**src/rtl/core/rtac_pkg.sv**
```systemverilog
`default_nettype none
package rtac_pkg;

	localparam int VALUE_BITS = 16;
	localparam int CNT_W = $clog2(VALUE_BITS);
	localparam int RADIX_W = 6;
	localparam int CHAR_W = 7;

	localparam logic [RADIX_W-1:0] RADIX_MIN = 6'd2;
	localparam logic [RADIX_W-1:0] RADIX_MAX = 6'd36;
	localparam logic [RADIX_W-1:0] RADIX_RESET = 6'd10;

	localparam logic [RADIX_W-1:0] DECIMAL_LIMIT = 6'd10;
	localparam logic [CHAR_W-1:0] DIGIT_ALPHA_OFFSET = 7'd7;
	localparam logic [CHAR_W-1:0] DIGIT_ZERO_CHAR = 7'd48;

	typedef enum logic [1:0] {
		ST_IDLE,
		ST_DIVIDE,
		ST_EMIT
	} state_t;

	function automatic logic [CHAR_W-1:0] digit_to_char(input logic [RADIX_W-1:0] d);
		logic [CHAR_W-1:0] c;
		c = {1'b0, d} + DIGIT_ZERO_CHAR;
		if (d >= DECIMAL_LIMIT) begin
			c = c + DIGIT_ALPHA_OFFSET;
		end
		return c;
	endfunction

endpackage
`default_nettype wire

```
**src/rtl/core/rtac_divider.sv**
```systemverilog
`default_nettype none
module rtac_divider (
	input  wire logic                                clk,
	input  wire logic                                arst_n,
	input  wire logic                                div_start,
	input  wire logic [rtac_pkg::VALUE_BITS-1:0]     dividend,
	input  wire logic [rtac_pkg::RADIX_W-1:0]        divisor,
	output logic                                     div_done,
	output logic [rtac_pkg::VALUE_BITS-1:0]          quotient,
	output logic [rtac_pkg::RADIX_W-1:0]             remainder
);

	// Restoring division, one quotient bit per cycle.

	logic                                running_q;
	logic                                done_q;
	logic [rtac_pkg::CNT_W-1:0]          cnt_q;
	logic [rtac_pkg::VALUE_BITS-1:0]     quo_q;
	logic [rtac_pkg::RADIX_W-1:0]        rem_q;
	logic [rtac_pkg::RADIX_W-1:0]        den_q;
	logic [rtac_pkg::RADIX_W:0]          trial;
	logic [rtac_pkg::RADIX_W:0]          diff;
	logic                                ge;

	assign trial = {rem_q, quo_q[rtac_pkg::VALUE_BITS-1]};
	assign diff = trial - {1'b0, den_q};
	assign ge = trial >= {1'b0, den_q};

	always_ff @(posedge clk or negedge arst_n) begin
		if (!arst_n) begin
			running_q <= 1'b0;
			done_q <= 1'b0;
			cnt_q <= '0;
		end else begin
			done_q <= 1'b0;
			if (div_start) begin
				running_q <= 1'b1;
				cnt_q <= '0;
			end else if (running_q) begin
				cnt_q <= cnt_q + 1'b1;
				if (cnt_q == rtac_pkg::CNT_W'(rtac_pkg::VALUE_BITS - 1)) begin
					running_q <= 1'b0;
					done_q <= 1'b1;
				end
			end
		end
	end

	always_ff @(posedge clk) begin
		if (div_start) begin
			quo_q <= dividend;
			rem_q <= '0;
			den_q <= divisor;
		end else if (running_q) begin
			quo_q <= {quo_q[rtac_pkg::VALUE_BITS-2:0], ge};
			rem_q <= ge ? diff[rtac_pkg::RADIX_W-1:0] : trial[rtac_pkg::RADIX_W-1:0];
		end
	end

	assign div_done = done_q;
	assign quotient = quo_q;
	assign remainder = rem_q;

endmodule
`default_nettype wire

```
**src/rtl/core/radix_to_ascii_converter.sv**
```systemverilog
// Each digit costs a load and one shift per dividend bit of the shared bit-serial
// divider, and then the digits are issued one strobe per cycle. One item is handled at
// a time; busy falls while the last digit is on the result ports. Results cannot be
// stalled: each digit is shown for one cycle.
// Reset: asynchronous, active low; radix returns to 10 and the block goes idle.
`default_nettype none
module radix_to_ascii_converter (
	input  wire logic                                clk,
	input  wire logic                                arst_n,
	input  wire logic                                start,
	output logic                                     busy,
	input  wire logic [rtac_pkg::VALUE_BITS-1:0]     value,
	input  wire logic                                cfg_valid,
	output logic                                     cfg_ready,
	input  wire logic [rtac_pkg::RADIX_W-1:0]        cfg_data,
	output logic                                     strobe,
	output logic [rtac_pkg::CHAR_W-1:0]              digit_char,
	output logic                                     last_digit
);

	rtac_pkg::state_t                    state_q;
	rtac_pkg::state_t                    state_nxt;
	logic [rtac_pkg::RADIX_W-1:0]        radix_q;
	logic [rtac_pkg::RADIX_W-1:0]        radix_eff;
	logic [rtac_pkg::CNT_W-1:0]          idx_q;
	logic [rtac_pkg::RADIX_W-1:0]        store_q [rtac_pkg::VALUE_BITS];
	logic                                strobe_q;
	logic                                last_q;
	logic [rtac_pkg::CHAR_W-1:0]         char_q;
	logic                                accept;
	logic                                div_start;
	logic                                div_done;
	logic [rtac_pkg::VALUE_BITS-1:0]     div_dividend;
	logic [rtac_pkg::VALUE_BITS-1:0]     div_quotient;
	logic [rtac_pkg::RADIX_W-1:0]        div_rem;
	logic                                more;

	assign cfg_ready = 1'b1;
	assign busy = (state_q != rtac_pkg::ST_IDLE);
	assign accept = start && !busy;

	always_comb begin
		if (radix_q < rtac_pkg::RADIX_MIN) begin
			radix_eff = rtac_pkg::RADIX_MIN;
		end else if (radix_q > rtac_pkg::RADIX_MAX) begin
			radix_eff = rtac_pkg::RADIX_MAX;
		end else begin
			radix_eff = radix_q;
		end
	end

	assign more = (div_quotient != '0)
		&& (idx_q != rtac_pkg::CNT_W'(rtac_pkg::VALUE_BITS - 1));

	always_comb begin
		state_nxt = state_q;
		case (state_q)
			rtac_pkg::ST_IDLE: begin
				if (start) begin
					state_nxt = rtac_pkg::ST_DIVIDE;
				end
			end
			rtac_pkg::ST_DIVIDE: begin
				if (div_done && !more) begin
					state_nxt = rtac_pkg::ST_EMIT;
				end
			end
			rtac_pkg::ST_EMIT: begin
				if (idx_q == '0) begin
					state_nxt = rtac_pkg::ST_IDLE;
				end
			end
			default: begin
				state_nxt = rtac_pkg::ST_IDLE;
			end
		endcase
	end

	always_comb begin
		div_start = 1'b0;
		div_dividend = div_quotient;
		case (state_q)
			rtac_pkg::ST_IDLE: begin
				div_start = start;
				div_dividend = value;
			end
			rtac_pkg::ST_DIVIDE: begin
				div_start = div_done && more;
			end
			default: begin
				div_start = 1'b0;
			end
		endcase
	end

	rtac_divider u_divider (
		.clk       (clk),
		.arst_n    (arst_n),
		.div_start (div_start),
		.dividend  (div_dividend),
		.divisor   (radix_eff),
		.div_done  (div_done),
		.quotient  (div_quotient),
		.remainder (div_rem)
	);

	always_ff @(posedge clk or negedge arst_n) begin
		if (!arst_n) begin
			state_q <= rtac_pkg::ST_IDLE;
			radix_q <= rtac_pkg::RADIX_RESET;
			idx_q <= '0;
			strobe_q <= 1'b0;
			last_q <= 1'b0;
		end else begin
			state_q <= state_nxt;
			if (cfg_valid && cfg_ready) begin
				radix_q <= cfg_data;
			end
			strobe_q <= (state_q == rtac_pkg::ST_EMIT);
			last_q <= (state_q == rtac_pkg::ST_EMIT) && (idx_q == '0);
			if (accept) begin
				idx_q <= '0;
			end else if (state_q == rtac_pkg::ST_DIVIDE && div_done && more) begin
				idx_q <= idx_q + 1'b1;
			end else if (state_q == rtac_pkg::ST_EMIT && idx_q != '0) begin
				idx_q <= idx_q - 1'b1;
			end
		end
	end

	always_ff @(posedge clk) begin
		if (state_q == rtac_pkg::ST_DIVIDE && div_done) begin
			store_q[idx_q] <= div_rem;
		end
		if (state_q == rtac_pkg::ST_EMIT) begin
			char_q <= rtac_pkg::digit_to_char(store_q[idx_q]);
		end
	end

	assign strobe = strobe_q;
	assign digit_char = char_q;
	assign last_digit = last_q;

	a_strobe_after_emit: assert property (@(posedge clk) disable iff (!arst_n)
		strobe |-> $past(state_q == rtac_pkg::ST_EMIT))
		else $error("digit strobe without emit state");

	a_last_with_strobe: assert property (@(posedge clk) disable iff (!arst_n)
		last_digit |-> strobe)
		else $error("last digit flag without strobe");

	a_done_in_divide: assert property (@(posedge clk) disable iff (!arst_n)
		div_done |-> (state_q == rtac_pkg::ST_DIVIDE))
		else $error("divider finished outside divide state");

	a_accept_busy: assert property (@(posedge clk) disable iff (!arst_n)
		(start && !busy) |=> busy)
		else $error("request accepted but block not busy");

endmodule
`default_nettype wire
```
**config.mk**
```make
export PLATFORM = sky130hd
export DESIGN_NAME = radix_to_ascii_converter
export DESIGN_NICKNAME = d
export VERILOG_FILES = /design/src/rtl/core/rtac_pkg.sv /design/src/rtl/core/rtac_divider.sv /design/src/rtl/core/radix_to_ascii_converter.sv
export SDC_FILE = /design/constraint.sdc
export NUM_CORES = 1
export LEC_CHECK = 0
export BUFFER_PORTS_ARGS = -buffer_cell sky130_fd_sc_hd__buf_2
export CORE_ASPECT_RATIO = 1.75
export CORE_MARGIN = 5
export CORE_UTILIZATION = 65
export DETAILED_ROUTE_END_ITERATION = 7
export GPL_ROUTABILITY_DRIVEN = 0
export PLACE_DENSITY = 0.84
export SYNTH_ARGS = -nofsm -noshare
export SYNTH_HDL_FRONTEND = slang
export SYNTH_SLANG_ARGS = --single-unit
export TNS_END_PERCENT = 10
```
**constraint.sdc**
```tcl
create_clock -name clk -period 6.4 [get_ports clk]
set_clock_uncertainty 0.1 [all_clocks]
set_input_delay 1.92 -clock clk [delete_from_list [all_inputs] [get_ports clk]]
set_output_delay 1.92 -clock clk [all_outputs]
set_load 0.02 [all_outputs]
```
== After elaboration in Yosys (flattened, before gate mapping) ==
Memory sizes are Yosys's and may differ from the RTL's.
Index checks and enable logic that the tools add are counted.
Word-level totals
  register bits: 55
  RAM bits: 96
  input bits: 26
  memories: 1
Memories
  store_q: depth 16, bits a word 6, rd ports 1, clocked after memory_dff 0, wr ports 1, line radix_to_ascii_converter.sv:26  | logic [rtac_pkg::RADIX_W-1:0] store_q [rtac_pkg::VALUE_BITS];
Cells by class
  add/sub/neg operators: 6
  $lt $le $gt $ge: 4
  equality and inequality tests: 8
  muxes and demuxes: 24
  reduce and logical (&&, ||, !) cells: 20
Operators by type and width (count)
  2-to-1 mux 16 bit: 3
  2-to-1 mux 4 bit: 5
  nonzero test 16 bit: 1
  2-to-1 mux 6 bit: 2
  adder 4 x 1 -> 4 bit, second input constant: 2
  logical AND 1 bit: 8
  2-to-1 mux 1 bit: 8
  adder 6 x 6 -> 7 bit, second input constant: 1
  adder 7 x 3 -> 7 bit, second input constant: 1
  greater-or-equal comparator 7 x 6 -> 1 bit: 1
  2-to-1 mux 7 bit: 1
  greater-or-equal comparator 6 x 4 -> 1 bit, second input constant: 1
  > comparator 6 bit, second input constant: 1
  < comparator 6 x 2 -> 1 bit, second input constant: 1
  2-to-1 mux 2 bit: 3
  != test 2 bit, second input constant: 3
  one-hot mux 2 bit (3 select lines): 1
  subtractor 6 bit: 1
  == test 4 bit, second input constant: 1
  zero test 4 bit: 1
  != test 4 bit, second input constant: 1
  nonzero test 2 bit: 2
  nonzero test 4 bit: 1
  subtractor 4 x 1 -> 4 bit, second input constant: 1
  10 further kinds: 11

== Logic depth before layout (Yosys ltp) ==
Gate-level depths: netlist of the first run.
  depth in word-level cells: 6
  mapped depth: 12

== By module ==
A second synthesis of the first run with hierarchy kept.
Second synthesis, totals
  cell total of the unflattened synthesis: 440
  area total of the unflattened synthesis: 6835.3 um^2
Modules (own cells, without submodules)
  radix_to_ascii_converter: instances 1, cells each 305, area an instance 5137.4 um^2
  rtac_divider: instances 1, cells each 135, area an instance 1697.9 um^2

== Worst setup path after synthesis of the first run ==
Ideal clock, no wire load.
  path type: input -> register
  start: in start
  end: reg u_divider.quo_q, in the netlist u_divider.quotient[0] (enable)
  library setup time: 394 ps
  arrival: 2869 ps
  data required time: 5906 ps
  slack: 3037 ps
  cell stages on the path: 2
  path through: nand2_1 -> a21oi_1
Between the ends
  word-level cells in the longest chain between the ends: 3
  elaborated cells between the ends (all ways): 4
Ends and longest elaborated chain
  start: declaration: line radix_to_ascii_converter.sv:10  | input wire logic start,
  one-hot mux 1 bit (2 select lines) *: line radix_to_ascii_converter.sv:82  | case (state_q)
  != test 2 x 1 -> 1 bit (no line) / nonzero test 2 bit (equally long branches)
  AND reduction 2 bit (no line) *
  end signal: assignment: line rtac_divider.sv:51  | quo_q <= dividend;
  end signal: assignment: line rtac_divider.sv:55  | quo_q <= {quo_q[rtac_pkg::VALUE_BITS-2:0], ge};
  end: declaration: line rtac_divider.sv:18  | logic [rtac_pkg::VALUE_BITS-1:0] quo_q;
Every way passes the cells marked *; elsewhere a longest branch is shown, timed or not.
A chain may end at the register's enable or synchronous reset.

== Final worst setup path of the first run ==
  start: reg idx_q[0] (netlist name)
  end: reg char_q, in the netlist digit_char[4] (data pin)
Between the ends
  word-level cells in the longest chain between the ends: 4
  elaborated cells between the ends (all ways): 5
Ends and longest elaborated chain
  start: declaration: line radix_to_ascii_converter.sv:25  | logic [rtac_pkg::CNT_W-1:0] idx_q;
  start signal: assignment: line radix_to_ascii_converter.sv:124  | idx_q <= idx_q + 1'b1;
  start signal: assignment: line radix_to_ascii_converter.sv:126  | idx_q <= idx_q - 1'b1;
  memory read (16 x 6 bit) *
  adder 6 x 6 -> 7 bit: line rtac_pkg.sv:25  | c = {1'b0, d} + DIGIT_ZERO_CHAR;
  adder 7 x 3 -> 7 bit: line rtac_pkg.sv:27  | c = c + DIGIT_ALPHA_OFFSET;
  2-to-1 mux 7 bit *: line rtac_pkg.sv:26  | if (d >= DECIMAL_LIMIT) begin
  end signal: assignment: line radix_to_ascii_converter.sv:136  | char_q <= rtac_pkg::digit_to_char(store_q[idx_q]);
  end: declaration: line radix_to_ascii_converter.sv:29  | logic [rtac_pkg::CHAR_W-1:0] char_q;
Marks and branches as above.

==> results of run 1 <==
## metal layers
layer	wire [microns]	GRT usage (%)	share of wire, %	up-vias
met5	0	0	0	-
met4	585	13.0	4.2	0
met3	570	4.82	4.1	35
met2	8000	43.4	58	149
met1	4720	25.6	34	1945
li1	-	-	-	1731
## synthesized netlist by cell type, types with 3 or more instances
library cell and count:
xor2_1 6, nand3_1 7, clkbuf_1 7, dfrtp_1 18
inv_2 3, nor3_1 9, nand2b_1 4, nor2_1 39
o21ai_1 4, buf_4 3, ha_1 12, mux4_1 9
mux2_2 21, a31oi_1 3, dfxtp_1 6, mux4_2 16
xnor2_1 5, nor2b_1 7, mux2i_1 7, buf_2 6
nor4_1 7, inv_1 16, a21oi_1 11, a22oi_1 4
o21ai_0 12, edfxtp_1 125, o211a_1 4, nand2_1 17
## kinds of logic after synthesis
logic type	after synthesis	synth area share (%)
flip-flops	151	65.7
AND/OR/NAND/NOR	101	7.23
AO/OA/AOI/OAI	58	6.27
multiplexers	53	13.6
buffers and inverters	39	2.71
adder cells (fa/ha/maj)	15	3.01
XOR/XNOR	11	1.45
other	1	0.0563
## layout by cell type, fill, tap and decap left out, types with 3 or more instances in the layout
cell and count:
mux4_2 16, dfrtp_1 18, nand2b_1 4, clkinv_2 4
bufinv_16 5, buf_2 35, mux2_2 21, nor3_1 9
mux4_1 9, nor2b_1 7, a31oi_1 3, o21ai_1 4
mux2i_1 7, o211a_1 4, a22oi_1 4, ha_1 12
inv_1 16, edfxtp_1 125, inv_2 3, clkbuf_16 17
dfxtp_1 6, nor4_1 7, nand3_1 7, nand2_1 17
a21oi_1 11, o21ai_0 12, buf_4 3, xor2_1 6
clkinv_4 3, xnor2_1 5, nor2_1 39
## state kept, by name (all words and copies together) (netlist names)
| name | count |
|---|---|
| u_divider.quotient | 16 |
| state_q | 2 |
| idx_q | 4 |
| u_divider.running_q | 1 |
| last_digit | 1 |
| strobe | 1 |
| radix_q | 6 |
| u_divider.cnt_q | 4 |
| u_divider.den_q | 6 |
| u_divider.div_done | 1 |
| store_q | 96 |
| u_divider.remainder | 6 |
| digit_char | 7 |
## layout make-up
class	count	area [sq um]	share of cell area, %
clock buffers	19	443	5.86
clock inverters	13	204	2.70
inverters	20	75.1	0.993
multi-input cells	239	2100	27.8
flip-flops and latches	151	4380	57.9
well taps	127	159	2.10
repair buffers	38	198	2.62
## stage by stage
stage,cells,utilization (%)
2_1_floorplan,429,-
3_3_place_gp,575,67.9
3_5_place_dp,575,67.9
4_1_cts,607,74.3
5_1_grt,607,74.3
6_report,607,74.3
## power groups by stage
stage	sequential [uW]	combinational, uW	clock, uW
after floorplan	1350	252	0
after global placement	1410	291	0
after detailed placement	1420	311	0
after CTS	1400	319	1090
after global routing	1420	356	1140
final	1400	325	1080
## how the worst min path moves through the flow
stage	depth (start not counted)	startpoint	slack (ps)	endpoint
floorplan	1	radix_q[0]	380	radix_q[0]
global placement	1	radix_q[0]	400	radix_q[0]
detailed placement	1	radix_q[0]	410	radix_q[0]
CTS	1	radix_q[0]	420	radix_q[0]
global route	1	radix_q[0]	440	radix_q[0]
finish	1	radix_q[0]	410	radix_q[0]
## worst max-delay path, stage by stage, from the launching register on
cell and delay (ps):
dfrtp_1 770, buf_4 440, mux4_2 580, mux4_2 470, inv_1 130, ha_1 310
nor2b_1 210, a21oi_1 90, o21ai_1 170, xnor2_1 90
==> results_dict.tcl, run 1 <==
set metrics [dict create \
    htreeDepth 4 \
    start_util_pct 65.4 \
    layout-drive-gt1-share_pct 24.2 \
    std_cell_rows 49 \
    cts_resized 0 \
    cts.clk_slew.worst_paths_ps 60 \
    ys_ff_latch 151 \
    maxCapViolations 0 \
    power_density_nw_per_um2 372 \
    r2r-end "digit_char[4]" \
    period_needed_ps 3620 \
    synth_top_cell_by_area "edfxtp_1" \
    grt_pass1_wl_microns 21700 \
    syn-num-nets 469 \
    tightest_slew_ps 1210 \
    tns_ps 0 \
    fmaxAchievable_ghz 0.277 \
    synth_cell_types 60 \
    postLayoutCellArea_sq_um 7560 \
    switching_power_uw 696 \
    syn_to_final_growth_pct 13.5 \
    holdBufCountCts 0 \
    worstPathArrival_ps 3680 \
    reg2reg_slack_ps 2780 \
    ys.flop_type "edfxtp_1" \
    crit_path_end_kind "flip-flop" \
    outcome "complete, no violations" \
    clockRootBuffer "clkbuf_16" \
    cts_tree "yes" \
    max-clock-path-buffers 2 \
    cp_max_fo 18 \
    power_frac_clock_pct 38.4 \
    dpl_cell_area_sq_um 6910 \
    endpoint "digit_char[4]" \
    post-route-period-util_pct 56.5 \
    post_cts.repair.setup_buffers 0 \
    synth_area_sq_um 6660 \
    start_kind "flip-flop" \
    r2r_cells 9 \
    r2r_start "idx_q[0]" \
    cts_buffers 17 \
    drtIter0Drc 349 \
    synth_top_area_share_pct 56.4 \
    dp_slack_ps 2630 \
    clk_latency_ps 410 \
    ys_top_cells_by_area "edfxtp_1 (56%), dfrtp_1 (6.8%), mux4_2 (5.4%)" \
    grt_pass1_vias 4077 \
    track_usage_pct 23.9 \
    num_antenna_cells 0 \
    hp-class "reg2reg" \
    synth_edf_count 125 \
    internal_power_uw 2110 \
    drc 0 \
    dieArea_sq_um 12500 \
    cp.required_ps 6470 \
    synthCells 429 \
    power_leakage_uw 0.00278 \
    wl_microns 13900 \
    seqPwrFrac_pct 50.0 \
    grt.overflow.total 0 \
    via_per_inst 6.36 \
    worst_hold_slack_ps 412 \
    synth_warnings 0 \
    nFillCells 632 \
    hold_viol 0 \
    pwr-share-comb_pct 11.6 \
    netSwitchingFraction_pct 24.8 \
    dr.pass1.iters 5 \
    hpwl_microns 9080 \
    vias 3860 \
    antenna_found_initial 0 \
    drv_slew 0 \
    fin_ws_ps 2780 \
    die_h_microns 144 \
    yosysSeqAreaShare_pct 65.7 \
    relSlewSlack_pct 18.6 \
    synth.avg_cell_area_sq_um 15.5 \
    async_flop_share_pct 13.2 \
    dieWidth_microns 86.5 \
    pin_count 37 \
    grt_max_degree 27 \
    post_drt_wl_per_cell_microns 22.9 \
    grt_setup_unrepaired "no" \
    cts_sinks 151 \
    path_class "reg2reg" \
    finalPower_uw 2810 \
    startpoint "idx_q[0]" \
    peakVddDrop_v 0.000279 \
    fin_nets 507 \
    setup_viol 0 \
    port_buffers 35 \
    drtAntennaViolNets 0 \
    core_sq_um 10200 \
]
Power figures use the tool's default switching activity.
==> inputs of run 2 (changes only) <==
--- a/config.mk
+++ b/config.mk
@@ -8,10 +8,10 @@
 export BUFFER_PORTS_ARGS = -buffer_cell sky130_fd_sc_hd__buf_2
 export CORE_ASPECT_RATIO = 1.75
 export CORE_MARGIN = 5
-export CORE_UTILIZATION = 65
+export CORE_UTILIZATION = 55
 export DETAILED_ROUTE_END_ITERATION = 7
 export GPL_ROUTABILITY_DRIVEN = 0
-export PLACE_DENSITY = 0.84
+export PLACE_DENSITY = 0.76
 export SYNTH_ARGS = -nofsm -noshare
 export SYNTH_HDL_FRONTEND = slang
 export SYNTH_SLANG_ARGS = --single-unit
==> constraint.sdc (replaced) <==
create_clock -name clk -period 3.2 [get_ports clk]
set_clock_uncertainty 0.1 [all_clocks]
set_input_delay 0.96 -clock clk [delete_from_list [all_inputs] [get_ports clk]]
set_output_delay 0.96 -clock clk [all_outputs]
set_load 0.02 [all_outputs]
==> run 2 against run 1 <==
  * Fmax is 24% higher
  * Combinational power grew to 2.5 times the previous value
  * Hold slack worse by 14 ps
  * Die area is 16% higher
  * Sequential cell count stayed put
  * Non-clock buffer count is 12 higher
  * Wire length is 4.9% lower
  * Sequential share of layout area is 0.43 points lower
  * Worst setup slack worse by 2500 ps
  * Clock power is 81% higher
  * Register-to-register slack worse by 2500 ps
  * Critical path type unchanged
  * Critical endpoint is now digit_char[5]
==> results_dict.tcl, run 2 (same netlist as run 1, synthesis figures left out) <==
set metrics [dict create \
    hold_viol 0 \
    layout-drive-gt1-share_pct 26.2 \
    dieArea_sq_um 14500 \
    startpoint "idx_q[1]" \
    cp_top_family "flip-flops" \
    post_drt_wl_per_cell_microns 21.0 \
    maxCapViolations 0 \
    finalPower_uw 5390 \
    power_leakage_uw 0.00281 \
    port_buffers 35 \
    drtIter0Drc 274 \
    fmaxAchievable_ghz 0.343 \
    cp_num_buf_inv 2 \
    grt_max_degree 29 \
    netSwitchingFraction_pct 26.0 \
    worstPathArrival_ps 2990 \
    critPathSlowestCell "dfrtp_1" \
    cts_buffers 17 \
    r2r_start "idx_q[1]" \
    final_cell_mix "edfxtp_1 (125), nor2_1 (39), buf_2 (35), mux2_2 (21), dfrtp_1 (18)" \
    largest_register "store_q" \
    clk_latency_ps 420 \
    cp.required_ps 3270 \
    wl_microns 13200 \
    switching_power_uw 1400 \
    die_h_microns 156 \
    drc 0 \
    track_usage_pct 19.7 \
    mostFrequentLayoutCell "edfxtp_1" \
    post-route-period-util_pct 91.1 \
    pin_count 37 \
    cts.clk_slew.worst_paths_ps 60 \
    tightest_slew_ps 1240 \
    path_depth 10 \
    fin_ws_ps 284 \
    vias 3854 \
    cts_resized 0 \
    holdBufCountCts 0 \
    crit_chain "buf_4, mux4_2, a22oi_1, nand2_1, inv_1, ha_1, nor2b_1, o211ai_1, nand3_1, xor2_1" \
    grt_pass1_wl_microns 21200 \
    drv_slew 0 \
    hpwl_microns 9230 \
    largest_reg_flops 96 \
    hp-class "in2async" \
    r2r-end "digit_char[5]" \
    power_frac_clock_pct 36.2 \
    seqPwrFrac_pct 48.6 \
    drtAntennaViolNets 0 \
    grt_setup_unrepaired "no" \
    max-clock-path-buffers 2 \
    grt.overflow.total 0 \
    outcome "complete, no violations" \
    path_class "reg2reg" \
    start_kind "flip-flop" \
    cts_tree "yes" \
    period_needed_ps 2920 \
    fin_nets 519 \
    clockRootBuffer "clkbuf_16" \
    num_antenna_cells 0 \
    antenna_found_initial 0 \
    grt_pass1_vias 4016 \
    setup_viol 0 \
    core_sq_um 11900 \
    dp_slack_ps 345 \
    peakVddDrop_v 0.000499 \
    crit_path_end_kind "flip-flop" \
    r2r_cells 10 \
    start_util_pct 55.8 \
    via_per_inst 6.13 \
    power_density_nw_per_um2 708 \
    pwr-share-comb_pct 15.2 \
    std_cell_rows 53 \
    relSlewSlack_pct 16.2 \
    dieWidth_microns 93.2 \
    tns_ps 0 \
    cp_max_fo 15 \
    post_cts.repair.setup_buffers 0 \
    reg2reg_slack_ps 280 \
    htreeDepth 4 \
    cp_slowest_stage_delay_ps 700 \
    internal_power_uw 3990 \
    cts_sinks 151 \
    syn_to_final_growth_pct 14.3 \
    dr.pass1.iters 5 \
    endpoint "digit_char[5]" \
]
## run 2: cell count changes in the layout (fill, tap and decap cells not counted), moves of 4 or more
cell | before | now
buf_4 | 3 | 14
bufinv_16 | 5 | 1
clkinv_2 | 4 | 0
inv_6 | 0 | 7
## run 2: per-stage QoR
stage | instances | util (%) | area [sq um] | hold WS (ps)
CTS | 629 | 63.8 | 7610 | 398
global route | 629 | 63.8 | 7610 | 411
detailed placement | 597 | 58.9 | 7030 | 402
global placement | 597 | 58.9 | 7030 | 396
finish | 629 | 63.8 | 7610 | 399
floorplan | 429 | - | 6660 | 381
## run 2: power by group through the flow
stage	registers, uW	clock network (uW)	logic (uW)
3_5_place_dp	2660	0	818
2_1_floorplan	2700	0	505
6_report	2620	1950	821
5_1_grt	2640	2090	912
3_3_place_gp	2650	0	779
4_1_cts	2620	1980	827
## run 2: layout make-up
class | count | area, sq um
timing repair buffer | 50 | 300
fill | 814 | 4320
clock inverter | 13 | 135
inverter | 20 | 75.1
clock buffer | 19 | 453
multi-input combinational | 239 | 2100
tap | 137 | 171
sequential | 151 | 4380
## run 2: routing by layer
metal | vias to the layer above | global-route usage, % | share of wire, %
met3 | 32 | 4.20 | 4.0
met5 | - | 0 | 0
met4 | 0 | 7.27 | 3.0
li1 | 1760 | - | -
met1 | 1922 | 19.9 | 34
met2 | 140 | 38.5 | 59
## run 2: how the worst min path moves through the flow
stage	startpoint	end	cells after the start
after global placement	radix_q[0]	radix_q[0]	1
after detailed placement	radix_q[0]	radix_q[0]	1
after global routing	arst_n	u_divider.cnt_q[3]	1
final	arst_n	u_divider.cnt_q[3]	1
after CTS	arst_n	u_divider.cnt_q[2]	1
after floorplan	radix_q[0]	radix_q[0]	1
==> inputs of run 3 (changes only) <==
--- a/config.mk
+++ b/config.mk
@@ -5,13 +5,13 @@
 export SDC_FILE = /design/constraint.sdc
 export NUM_CORES = 1
 export LEC_CHECK = 0
-export BUFFER_PORTS_ARGS = -buffer_cell sky130_fd_sc_hd__buf_2
 export CORE_ASPECT_RATIO = 1.75
 export CORE_MARGIN = 5
-export CORE_UTILIZATION = 55
+export CORE_UTILIZATION = 57
 export DETAILED_ROUTE_END_ITERATION = 7
+export DONT_BUFFER_PORTS = 1
 export GPL_ROUTABILITY_DRIVEN = 0
-export PLACE_DENSITY = 0.76
+export PLACE_DENSITY = 0.75
 export SYNTH_ARGS = -nofsm -noshare
 export SYNTH_HDL_FRONTEND = slang
 export SYNTH_SLANG_ARGS = --single-unit
==> run 3 against run 2 <==
  * Critical path depth is 1 lower
  * Core utilization grew 0.93 points
  * Sequential cell count is the same
  * Fmax decreased by 4.5%
  * Hold slack lost 260 ps
  * Critical path type unchanged
  * Cell count shrank 5.7%
  * Highest routed layer unchanged
  * Global-route usage rose by 1.0 points
  * Largest power group unchanged
  * Final area shrank 2.1%
  * Worst setup slack got worse by 140 ps
  * Clock-buffer cell count fell by 1
  * Total power is 0.44% lower
==> results_dict.tcl, run 3 (same netlist as run 1, synthesis figures left out) <==
set metrics [dict create \
    outcome "complete, no violations" \
    antenna_found_initial 0 \
    largest_reg_flops 96 \
    maxCapViolations 0 \
    layout-drive-gt1-share_pct 20.7 \
    cp_top_family "multiplexers" \
    worstPathArrival_ps 3110 \
    post_drt_wl_per_cell_microns 23.3 \
    critPathSlowestCell "mux4_2" \
    crit_top_cell "mux4_2" \
    clockRootBuffer "clkbuf_16" \
    period_needed_ps 3050 \
    final_cell_mix "edfxtp_1 (125), nor2_1 (39), mux2_2 (21), clkbuf_16 (18)" \
    cp.required_ps 3260 \
    crit_path_end_kind "flip-flop" \
    syn_to_final_growth_pct 11.9 \
    holdBufCountCts 0 \
    r2r-end "digit_char[4]" \
    r2r_cells 9 \
    grt.overflow.total 0 \
    drc 0 \
    cts.clk_slew.worst_paths_ps 60 \
    power_leakage_uw 0.00268 \
    seqCellArea_sq_um 4380 \
    tightest_slew_ps 1180 \
    max-clock-path-buffers 2 \
    die_h_microns 153 \
    wl_microns 13800 \
    dieWidth_microns 91.7 \
    cp_max_fo 14 \
    post-route-period-util_pct 95.4 \
    relSlewSlack_pct 20.5 \
    fin_nets 485 \
    cp_slowest_stage_delay_ps 510 \
    cp_num_buf_inv 2 \
    core_sq_um 11500 \
    r2r_start "idx_q[0]" \
    largest_register "store_q" \
    pin_count 37 \
    tns_ps 0 \
    drv_slew 0 \
    reg2reg_slack_ps 150 \
    finalPower_uw 5370 \
    dieArea_sq_um 14000 \
    hpwl_microns 9560 \
    drtAntennaViolNets 0 \
    grt_setup_unrepaired "no" \
    utilization_pct 64.7 \
    path_class "reg2reg" \
    grt_max_degree 29 \
    dr.pass1.iters 5 \
    cts_tree "yes" \
    cts_buffers 17 \
    clk_latency_ps 420 \
    num_antenna_cells 0 \
    start_kind "flip-flop" \
    via_per_inst 6.26 \
    setup_viol 0 \
    cts_sinks 151 \
    power_density_nw_per_um2 720 \
    start_util_pct 57.8 \
    hold_viol 0 \
    vias 3710 \
    nFillCells 790 \
    hp-class "in2async" \
    drtIter0Drc 410 \
    std_cell_rows 52 \
    grt_pass1_wl_microns 21700 \
    fmaxAchievable_ghz 0.328 \
    mostFrequentLayoutCell "edfxtp_1" \
    track_usage_pct 20.7 \
    multi_input_area_sq_um 2100 \
    htreeDepth 4 \
    peakVddDrop_v 0.000506 \
    grt_pass1_vias 3975 \
    crit_chain "buf_12, mux4_2, mux4_2, inv_1, ha_1, nor2b_1, a21oi_1, o21ai_1, xnor2_1" \
    port_buffers 0 \
]
run 3: final cells by class:
type | instances | area share [%]
clock buffers | 18 | 5.76
repair buffers | 16 | 2.01
clock inverters | 14 | 2.00
flip-flops and latches | 151 | 58.7
inverters | 20 | 1.01
multi-input cells | 239 | 28.2
well taps | 135 | 2.27
run 3: how the worst max path moves through the flow:
stage	start	endpoint	slack, ps	cells past startpoint
6_report	idx_q[0]	digit_char[4]	150	9
5_1_grt	idx_q[0]	digit_char[4]	40	9
4_1_cts	idx_q[0]	digit_char[4]	170	9
3_5_place_dp	idx_q[0]	digit_char[4]	180	9
3_3_place_gp	idx_q[0]	digit_char[5]	390	9
2_1_floorplan	idx_q[0]	digit_char[5]	410	10
run 3: what timing repair did:
action	CTS	global route
buffers inserted	0	0
setup endpoints to repair	0	1
gates resized for setup	0	1
run 3: where the power goes:
group          internal, uW  switching (uW)  leakage, uW
logic                   346             482     0.000992
clock network          1150             765     0.000274
registers              2510             118      0.00141
run 3: per-stage QoR:
step	std cells	hold WS (ps)	cell area, sq um	worst slack, ps
2_1_floorplan	429	381	6660	411
3_3_place_gp	560	399	6850	388
3_5_place_dp	560	411	6850	177
4_1_cts	592	122	7430	172
5_1_grt	593	109	7450	44.2
6_report	593	136	7450	148
run 3: layer usage:
metal	part of all wire (%)	up-vias	GRT usage, %
met5	0	-	0
met4	3.2	0	9.71
met3	3.9	29	4.53
met2	59	133	39.4
met1	34	1864	20.9
li1	-	1684	-
